File: config.mk
export PLATFORM = sky130hd
export DESIGN_NAME = elevator_stepper_floor_controller
export DESIGN_NICKNAME = d
export VERILOG_FILES = /design/src/design/esfc_pkg.sv /design/src/design/elevator_stepper_floor_controller.sv
export SDC_FILE = /design/constraint.sdc
export NUM_CORES = 1
export LEC_CHECK = 0
export BUFFER_PORTS_ARGS = -buffer_cell sky130_fd_sc_hd__buf_2
export CAP_MARGIN = 10
export CORE_AREA = 2 2 85 103
export CTS_CLUSTER_DIAMETER = 60
export DETAILED_ROUTE_END_ITERATION = 10
export DIE_AREA = 0 0 87 105
export HOLD_SLACK_MARGIN = 0.02
export PLACE_DENSITY = 0.7
export SLEW_MARGIN = 20
export SYNTH_ARGS = -nofsm -noshare
export SYNTH_HDL_FRONTEND = slang
export SYNTH_SLANG_ARGS = --single-unit
File: constraint.sdc
create_clock -name clk -period 5.5 [get_ports clk]
set_input_delay 0.825 -clock clk [delete_from_list [all_inputs] [get_ports clk]]
set_output_delay 0.825 -clock clk [all_outputs]
set_load 0.02 [all_outputs]
File: src/design/esfc_pkg.sv
`timescale 1ns / 1ps
`default_nettype none
// ----------------------------------------------------------------------------
// esfc_pkg
// types, constants and the coil lookup for the elevator stepper controller
// ----------------------------------------------------------------------------
package esfc_pkg;

  localparam int FLOOR_COUNT = 6;

  localparam int STEPS_W     = 14;
  localparam int FLOOR_W     = 3;
  localparam int PHASE_W     = 3;
  localparam int COUNT_W     = 16;
  localparam int COIL_W      = 4;
  localparam int LIMIT_RAW_W = FLOOR_W + STEPS_W;

  localparam logic [STEPS_W-1:0] STEPS_RESET = STEPS_W'(4096);
  localparam logic [COUNT_W-1:0] LIMIT_CAP   = COUNT_W'(65534);
  localparam logic [FLOOR_W-1:0] FLOOR_RESET = FLOOR_W'(1);
  localparam logic [FLOOR_W-1:0] CANCEL_BUTTON = FLOOR_W'(1);
  localparam logic [FLOOR_W-1:0] NO_BUTTON     = FLOOR_W'(0);

  typedef enum logic [1:0] {
    MODE_IDLE = 2'd0,
    MODE_UP   = 2'd1,
    MODE_DOWN = 2'd2
  } travel_mode_t;

  // 8-phase half-step pattern
  function automatic logic [COIL_W-1:0] coil_lookup(input logic [PHASE_W-1:0] phase);
    logic [COIL_W-1:0] pat;
    case (phase)
      3'd0:    pat = 4'h1;
      3'd1:    pat = 4'h3;
      3'd2:    pat = 4'h2;
      3'd3:    pat = 4'h6;
      3'd4:    pat = 4'h4;
      3'd5:    pat = 4'hC;
      3'd6:    pat = 4'h8;
      default: pat = 4'h9;
    endcase
    return pat;
  endfunction

endpackage
`default_nettype wire

File: src/design/elevator_stepper_floor_controller.sv
`timescale 1ns / 1ps
`default_nettype none
// a result item is registered in the result register, or in the skid register if that one is full and not being taken
// throughput: one tick per cycle while button_stall is low; all state updates in one short pass of logic
// a two-entry output stage (result register plus skid register) keeps input taking
// ticks while one result waits; button_stall rises only when both entries are full
// reset (rst, synchronous): idle at floor 1, phase and counter 0, coils off,
// steps_per_floor 4096, output stage empty
// ----------------------------------------------------------------------------
// elevator_stepper_floor_controller
// floor controller driving a four-coil stepper in half-step mode, one tick per item
// ----------------------------------------------------------------------------
module elevator_stepper_floor_controller (
  input  wire logic                          clk,
  input  wire logic                          rst,
  // configuration: steps per floor
  input  wire logic                          cfg_write,
  input  wire logic [esfc_pkg::STEPS_W-1:0]  cfg_data,
  // tick input
  input  wire logic                          button_valid,
  output logic                               button_stall,
  input  wire logic [esfc_pkg::FLOOR_W-1:0]  pressed_button,
  // coil output
  output logic                               coil_valid,
  input  wire logic                          coil_stall,
  output logic [esfc_pkg::COIL_W-1:0]        coil_pattern
);
  import esfc_pkg::*;

  // configuration register
  logic [STEPS_W-1:0] steps_per_floor;

  // controller state
  travel_mode_t       travel_mode, travel_mode_next;
  logic [FLOOR_W-1:0] current_floor, current_floor_next;
  logic [FLOOR_W-1:0] floor_distance, floor_distance_next;
  logic [PHASE_W-1:0] phase_index, phase_index_next;
  logic [COUNT_W-1:0] step_counter, step_counter_next;
  logic [COIL_W-1:0]  held_coils, held_coils_next;

  // skid entry behind the result register
  logic               skid_valid;
  logic [COIL_W-1:0]  skid_pattern;

  // handshake
  logic item_accept;
  logic out_take;

  assign button_stall = skid_valid;
  assign item_accept  = button_valid && !button_stall;
  assign out_take     = coil_valid && !coil_stall;

  // ---------------------------------------------------------------------------
  // decode of the press
  // ---------------------------------------------------------------------------
  logic button_in_range;   // a real floor button, not 0 and not above the top floor
  logic start_request;     // idle press of a floor other than the current one
  logic cancel_request;    // floor 1 pressed while moving
  logic going_up;
  logic moving;

  assign button_in_range = (pressed_button != NO_BUTTON) &&
                           ({1'b0, pressed_button} <= (FLOOR_W + 1)'(FLOOR_COUNT));
  assign start_request   = button_in_range && (pressed_button != current_floor);
  assign cancel_request  = (pressed_button == CANCEL_BUTTON);
  assign going_up        = (pressed_button > current_floor);
  assign moving          = (travel_mode == MODE_UP) || (travel_mode == MODE_DOWN);

  // ---------------------------------------------------------------------------
  // step limit: distance times steps per floor, saturated so the counter never wraps
  // ---------------------------------------------------------------------------
  logic [LIMIT_RAW_W-1:0] limit_raw;
  logic [COUNT_W-1:0]     stop_count;
  logic                   steps_left;

  assign limit_raw  = LIMIT_RAW_W'(floor_distance) * LIMIT_RAW_W'(steps_per_floor);
  assign stop_count = (limit_raw > LIMIT_RAW_W'(LIMIT_CAP)) ? LIMIT_CAP
                                                           : limit_raw[COUNT_W-1:0];
  // counter at or below the limit means one more step; past it the move ends
  assign steps_left = (step_counter <= stop_count);

  // ---------------------------------------------------------------------------
  // next travel mode
  // ---------------------------------------------------------------------------
  always_comb begin
    travel_mode_next = travel_mode;
    unique case (travel_mode)
      MODE_UP, MODE_DOWN: begin
        if (cancel_request || !steps_left) begin
          travel_mode_next = MODE_IDLE;
        end
      end
      default: begin
        if (start_request) begin
          travel_mode_next = going_up ? MODE_UP : MODE_DOWN;
        end
      end
    endcase
  end

  // ---------------------------------------------------------------------------
  // floor, phase, counter and coil updates
  // ---------------------------------------------------------------------------
  always_comb begin
    current_floor_next  = current_floor;
    floor_distance_next = floor_distance;
    phase_index_next    = phase_index;
    step_counter_next   = step_counter;
    held_coils_next     = held_coils;
    if (moving) begin
      // a cancel keeps phase and counter where they are
      if (!cancel_request) begin
        held_coils_next = coil_lookup(phase_index);
        if (steps_left) begin
          step_counter_next = step_counter + COUNT_W'(1);
          phase_index_next  = (travel_mode == MODE_UP) ? phase_index + PHASE_W'(1)
                                                       : phase_index - PHASE_W'(1);
        end else begin
          step_counter_next = '0;
          phase_index_next  = '0;
        end
      end
    end else if (start_request) begin
      // target becomes the current floor at once
      floor_distance_next = going_up ? pressed_button - current_floor
                                     : current_floor - pressed_button;
      current_floor_next  = pressed_button;
    end
  end

  // ---------------------------------------------------------------------------
  // registers
  // ---------------------------------------------------------------------------
  always_ff @(posedge clk) begin
    if (rst) begin
      steps_per_floor <= STEPS_RESET;
    end else if (cfg_write) begin
      steps_per_floor <= cfg_data;
    end
  end

  always_ff @(posedge clk) begin
    if (rst) begin
      travel_mode    <= MODE_IDLE;
      current_floor  <= FLOOR_RESET;
      floor_distance <= '0;
      phase_index    <= '0;
      step_counter   <= '0;
      held_coils     <= '0;
    end else if (item_accept) begin
      travel_mode    <= travel_mode_next;
      current_floor  <= current_floor_next;
      floor_distance <= floor_distance_next;
      phase_index    <= phase_index_next;
      step_counter   <= step_counter_next;
      held_coils     <= held_coils_next;
    end
  end

  // output stage: the new result goes to the result register when it is free or
  // being taken, else it parks in the skid entry
  always_ff @(posedge clk) begin
    if (rst) begin
      coil_valid <= 1'b0;
      skid_valid <= 1'b0;
    end else if (skid_valid) begin
      if (out_take) begin
        coil_valid <= 1'b1;
        skid_valid <= 1'b0;
      end
    end else if (item_accept) begin
      if (!coil_valid || out_take) begin
        coil_valid <= 1'b1;
      end else begin
        skid_valid <= 1'b1;
      end
    end else if (out_take) begin
      coil_valid <= 1'b0;
    end
  end

  always_ff @(posedge clk) begin
    if (skid_valid) begin
      if (out_take) begin
        coil_pattern <= skid_pattern;
      end
    end else if (item_accept) begin
      if (!coil_valid || out_take) begin
        coil_pattern <= held_coils_next;
      end else begin
        skid_pattern <= held_coils_next;
      end
    end
  end

endmodule
`default_nettype wire

After elaboration in Yosys (flattened, before gate mapping):

Index checks and enable logic that the tools add are counted.

* eq/ne operators: 13
* multiply operators: 1
* multiplexer cells: 25
* add/subtract/negate cells: 5
* bitwise operators: 4
* reduce and logical (&&, ||, !) cells: 24
* $lt $le $gt $ge: 4

Operator list (number)
* 16-bit 2-to-1 mux: 2
* 4-bit one-hot mux with 7 select lines: 1
* 4-bit 2-to-1 mux: 6
* 3-bit AND reduction: 6
* 17-bit by 16-bit greater-than comparator with 1-bit output, second input constant: 1
* 3-bit by 14-bit multiplier with 17-bit output: 1
* 16-bit by 1-bit adder with 16-bit output, second input constant: 1
* 16-bit <= comparator: 1
* 3-bit == test, second input constant: 3
* 1-bit 2-to-1 mux: 9
* 3-bit 2-to-1 mux: 3
* 2-bit 2-to-1 mux: 4
* 2-bit nonzero test: 4
* 3-bit by 1-bit == test with 1-bit output, second input constant: 2
* 3-bit by 2-bit == test with 1-bit output, second input constant: 2
* 3-bit subtractor: 2
* 1-bit logical AND: 4
* 1-bit zero test: 4
* 1-bit NOT: 4
* 3-bit by 1-bit adder with 3-bit output, second input constant: 1
* 3-bit greater-than comparator: 1
* 3-bit <= comparator, second input constant: 1
* 3-bit zero test: 1
* 1-bit logical OR: 3
* other kinds (9): 9

* output and inout bits: 6
* bits of input ports: 22
* logic and storage cells: 87
* register bits: 55

Logic depth before layout (Yosys ltp):

* depth after elaboration: 8
* gate-level depth with buffers: 22
* mapped depth without buffers: 20

Worst setup path before layout:

No wires, ideal clock.

* path kind: flip-flop to flip-flop
* start: register floor_distance[0]
* end: register travel_mode[0]
* stages on the path, launching flop included: 21
* buffers on the path: 3
* clock period less this slack: 4743 ps
* library setup time: 116 ps
* arrival time: 4627 ps
* path slack: 757 ps
* required time: 5384 ps
* cell sequence: dfxtp_1 -> clkbuf_1 -> nand2_1 -> fa_1 -> inv_1 -> ha_1 -> fa_1 -> a211oi_2 -> o21ai_1 -> a21o_1 -> a211oi_2 -> o21ai_2 -> buf_2 -> nor2_1 -> ha_1 -> nand4_1 -> or3_1 -> o221a_2 -> or2_1 -> clkbuf_1 -> a41o_1

* word-level cells in the longest chain between the ends: 8

RTL lines
* start, declared: RTL line elevator_stepper_floor_controller.sv:36 `logic [FLOOR_W-1:0] floor_distance, floor_distance_next;`
* start signal, assigned: RTL line elevator_stepper_floor_controller.sv:153 `floor_distance <= floor_distance_next;`
* 3-bit by 14-bit multiplier with 17-bit output *: RTL line elevator_stepper_floor_controller.sv:76 `assign limit_raw = LIMIT_RAW_W'(floor_distance) * LIMIT_RAW_W'(steps_per_floor);`
* 17-bit by 16-bit greater-than comparator with 1-bit output: RTL line elevator_stepper_floor_controller.sv:77 `assign stop_count = (limit_raw > LIMIT_RAW_W'(LIMIT_CAP)) ? LIMIT_CAP`
* 16-bit 2-to-1 mux *: RTL line elevator_stepper_floor_controller.sv:77
* 16-bit <= comparator *: RTL line elevator_stepper_floor_controller.sv:80 `assign steps_left = (step_counter <= stop_count);`
* 1-bit zero test *: RTL line elevator_stepper_floor_controller.sv:89 `if (cancel_request || !steps_left) begin`
* 1-bit logical OR *: RTL line elevator_stepper_floor_controller.sv:89
* 2-bit inequality test (no source line) *
* 3-bit AND reduction (no source line) *
* end signal, assigned: RTL line elevator_stepper_floor_controller.sv:151 `travel_mode <= travel_mode_next;`
* end, declared: RTL line elevator_stepper_floor_controller.sv:34 `travel_mode_t travel_mode, travel_mode_next;`

Every way passes the cells marked *; elsewhere a longest branch is shown, timed or not.
A chain may end at the register's enable or synchronous reset.

Worst setup path after layout:

* start: register floor_distance[1]
* end: register travel_mode[1]

The elaborated chain is that of the path after synthesis.

==> out/summary.txt <==
Pre-antenna DRT Iters = 4
Relative slew slack = 0.386
Clock root cell = clkbuf_8
Dominant synthesized flop cell = dfxtp_1
Total grt overflow = 0
Crit end category = flop
Chip width = 87 um
Place WS = 0.479 ns
Distinct cells, synth = 63
Worst-margin pin slew = 0.920 ns
Peak supply drop = 0.227 mV
Post-synthesis sequential area ratio = 0.271
Die footprint = 9140 um2
Drt drc = 0
Drt wl/cell = 14.6 um
Post-CTS sizing = 0
FFs w/ async S/R, synth = 0
Synthesized Nets = 584
Skew final = 0.00771 ns
Design area = 4640 um2
TritonCTS clock tree = done
RSZ-0062 raised after global routing = no
Num CTS Buffers = 5
Number of max-cap violations = 0
Power per cell area = 278 nW/um2
FP Rows = 36
Layout Cells excl Fill = 617
Die height = 105 um
Arrival time at the worst endpoint = 5.28 ns
Initial antenna violation count = 0
Worst-path clk slew = 0.10 ns
Synthesis Warnings = 0
Clock Path Buffers = 2
Synth Cell Area = 4360 um2
Placer Congestion = 0.831
Hold depth = 2
First-pass GRT wire length = 15500 um
Type of the worst setup path = reg -> reg
Final Cycle Share = 0.921
Cell Area, Placed = 4540 um2
Number of nets in the layout = 603
Lkg Pwr = 2.14 nW
Post-synth EDFFs = 8
Vias in the first global route = 3455
Final-layout fill cell count = 763
Final WS setup = 0.437 ns
Core ar. = 8060 um2
Fraction of layout cells with a size suffix above 1 = 0.126
Clock Sinks = 55
Placed cells = 609
Setup-failing EPs final = 0
DP HPWL = 7260 um
Initial Util = 0.541
Final min period = 5.06 ns
WHS = 0.474 ns
FF+latch count, synth = 55
Largest net degree at the start of global routing = 50
Register-to-Register Path Depth = 17
I/O pin count = 28
Fmax achieved = 198 MHz
Postcts setup bufs = 0
Max H-tree Level = 2
Startpoint types = flop
CP max FO = 16
Port bufs = 27
Worst hold path class = reg -> reg
Detailed Route Iter0 Violations = 144
Area growth syn-to-layout = 6.28%
Avg Cell Area, Syn = 8.69 um2
DR vias/cell = 5.66
Inserted Diodes = 0
Clock latency on the worst-skew pair = 0.31 ns
Vias = 3492
CP Data Required Time = 5.72 ns
Final ANT Viol Nets = 0
Final hold vios = 0
Post-cts hold buffer count = 0
Total wire length = 8990 um
Fin. max-slew vios = 0
GRT Overall Usage = 0.207
Post-Synthesis Cells = 502
Setup tns final = 0 ns
Status = finished clean
synthesized netlist by cell type, types with 3 or more instances:
cell / instances / share of area
o21ai_0: 11 / 0.013
a211oi_2: 3 / 0.0086
and2_1: 6 / 0.0086
xor2_1: 11 / 0.022
mux2i_1: 20 / 0.046
mux2_2: 6 / 0.015
ha_1: 45 / 0.13
and3_1: 6 / 0.0086
inv_1: 38 / 0.033
nor2_1: 55 / 0.047
nor2_2: 3 / 0.0043
fa_1: 15 / 0.069
clkbuf_1: 10 / 0.0086
nor2b_1: 8 / 0.011
dfxtp_1: 47 / 0.22
xnor2_1: 12 / 0.024
nand2_1: 57 / 0.049
nand3_1: 8 / 0.0092
o21ai_1: 6 / 0.0069
nor3_1: 14 / 0.016
edfxtp_1: 8 / 0.055
a22o_1: 5 / 0.010
a2111oi_0: 3 / 0.0060
a211oi_1: 7 / 0.012
nand4_1: 7 / 0.010
a21o_1: 10 / 0.017
nor3_2: 7 / 0.016
buf_2: 3 / 0.0034
a21oi_1: 21 / 0.024
o21a_1: 5 / 0.0086
per-stage QoR:
step,total power (W),utilization
after floorplan,0.000943,-
after global placement,0.00105,0.564
after detailed placement,0.00107,0.564
after CTS,0.00130,0.575
after global routing,0.00139,0.575
final,0.00129,0.575
path summary, 6_finish.rpt:
kind / from / endpoint / slack (ns)
max: floor_distance[1]$_SDFFE_PP0P_ / travel_mode[1]$_SDFFE_PP0P_ / 0.44
min: held_coils[1]$_SDFFE_PP0P_ / held_coils[1]$_SDFFE_PP0P_ / 0.47
max reg2reg: floor_distance[1]$_SDFFE_PP0P_ / travel_mode[1]$_SDFFE_PP0P_ / 0.44
min reg2reg: held_coils[1]$_SDFFE_PP0P_ / held_coils[1]$_SDFFE_PP0P_ / 0.47
area by class of cell:
cell class,count,area (um2),area share
Clock buffer,5,68.8,0.0148
Clock inverter,3,22.5,0.00486
Inverter,38,143,0.0308
Multi-Input combinational cell,393,2960,0.638
Sequential cell,55,1180,0.255
Tap cell,95,119,0.0256
Timing Repair Buffer,28,143,0.0308
power breakdown:
group,internal (W),switching (W)
Clock,0.0000916,0.000137
Sequential,0.000463,0.0000571
Combinational,0.000224,0.000315
critical path, stage by stage (launching register included):
cell	delay, ns
dfxtp_1	0.65
nand2_1	0.15
fa_1	0.52
inv_1	0.04
ha_1	0.23
fa_1	0.44
a211oi_2	0.27
o21ai_1	0.11
a21o_1	0.24
a211oi_2	0.32
o21ai_2	0.23
nor2_1	0.21
ha_1	0.17
nand4_1	0.11
or3_1	0.40
o221a_2	0.29
or2_1	0.32
a41o_1	0.25
logic make-up (layout without fill, tap and decap cells):
group	after synthesis	count (layout)	synth area share
muxes	26	26	0.0614
AOI/OAI and AO/OA	89	89	0.143
xor gates and xnor gates	23	23	0.0462
and+or+nand+nor	195	195	0.230
DFF	55	55	0.271
adders and majority gates	60	60	0.198
buffers and inverters	54	74	0.0508
sequential cells by signal, indices dropped and copies added, names as in the netlist, 2 cells and up:
| name | count |
|---|---|
| steps_per_floor | 14 |
| coil_pattern | 4 |
| travel_mode | 2 |
| phase_index | 3 |
| skid_pattern | 4 |
| floor_distance | 3 |
| held_coils | 4 |
| current_floor | 3 |
| step_counter | 16 |
routing by layer:
metal | global-route usage | wire (um) | vias to the layer above
met1 | 0.253 | 4020 | 1669
li1 | - | - | 1781
met5 | 0 | 0 | -
met3 | 0.0379 | 178 | 6
met2 | 0.366 | 4720 | 36
met4 | 0.0558 | 70 | 0
cell usage in the layout (no fill, tap or decap), types with 3 or more instances in the layout:
cell / count
o21ai_1: 6
nand2_1: 57
mux2_2: 6
o21ai_0: 11
a21oi_1: 21
o21a_1: 5
clkbuf_8: 5
fa_1: 15
inv_1: 38
a22o_1: 5
a2111oi_0: 3
mux2i_1: 20
and3_1: 6
ha_1: 45
buf_2: 27
nor2b_1: 8
nand4_1: 7
a21o_1: 10
edfxtp_1: 8
dfxtp_1: 47
nand3_1: 8
a211oi_2: 3
xor2_1: 11
a211oi_1: 7
and2_1: 6
nor3_1: 14
nor3_2: 7
nor2_1: 55
nor2_2: 3
xnor2_1: 12
(Power assumes the default switching activity.)
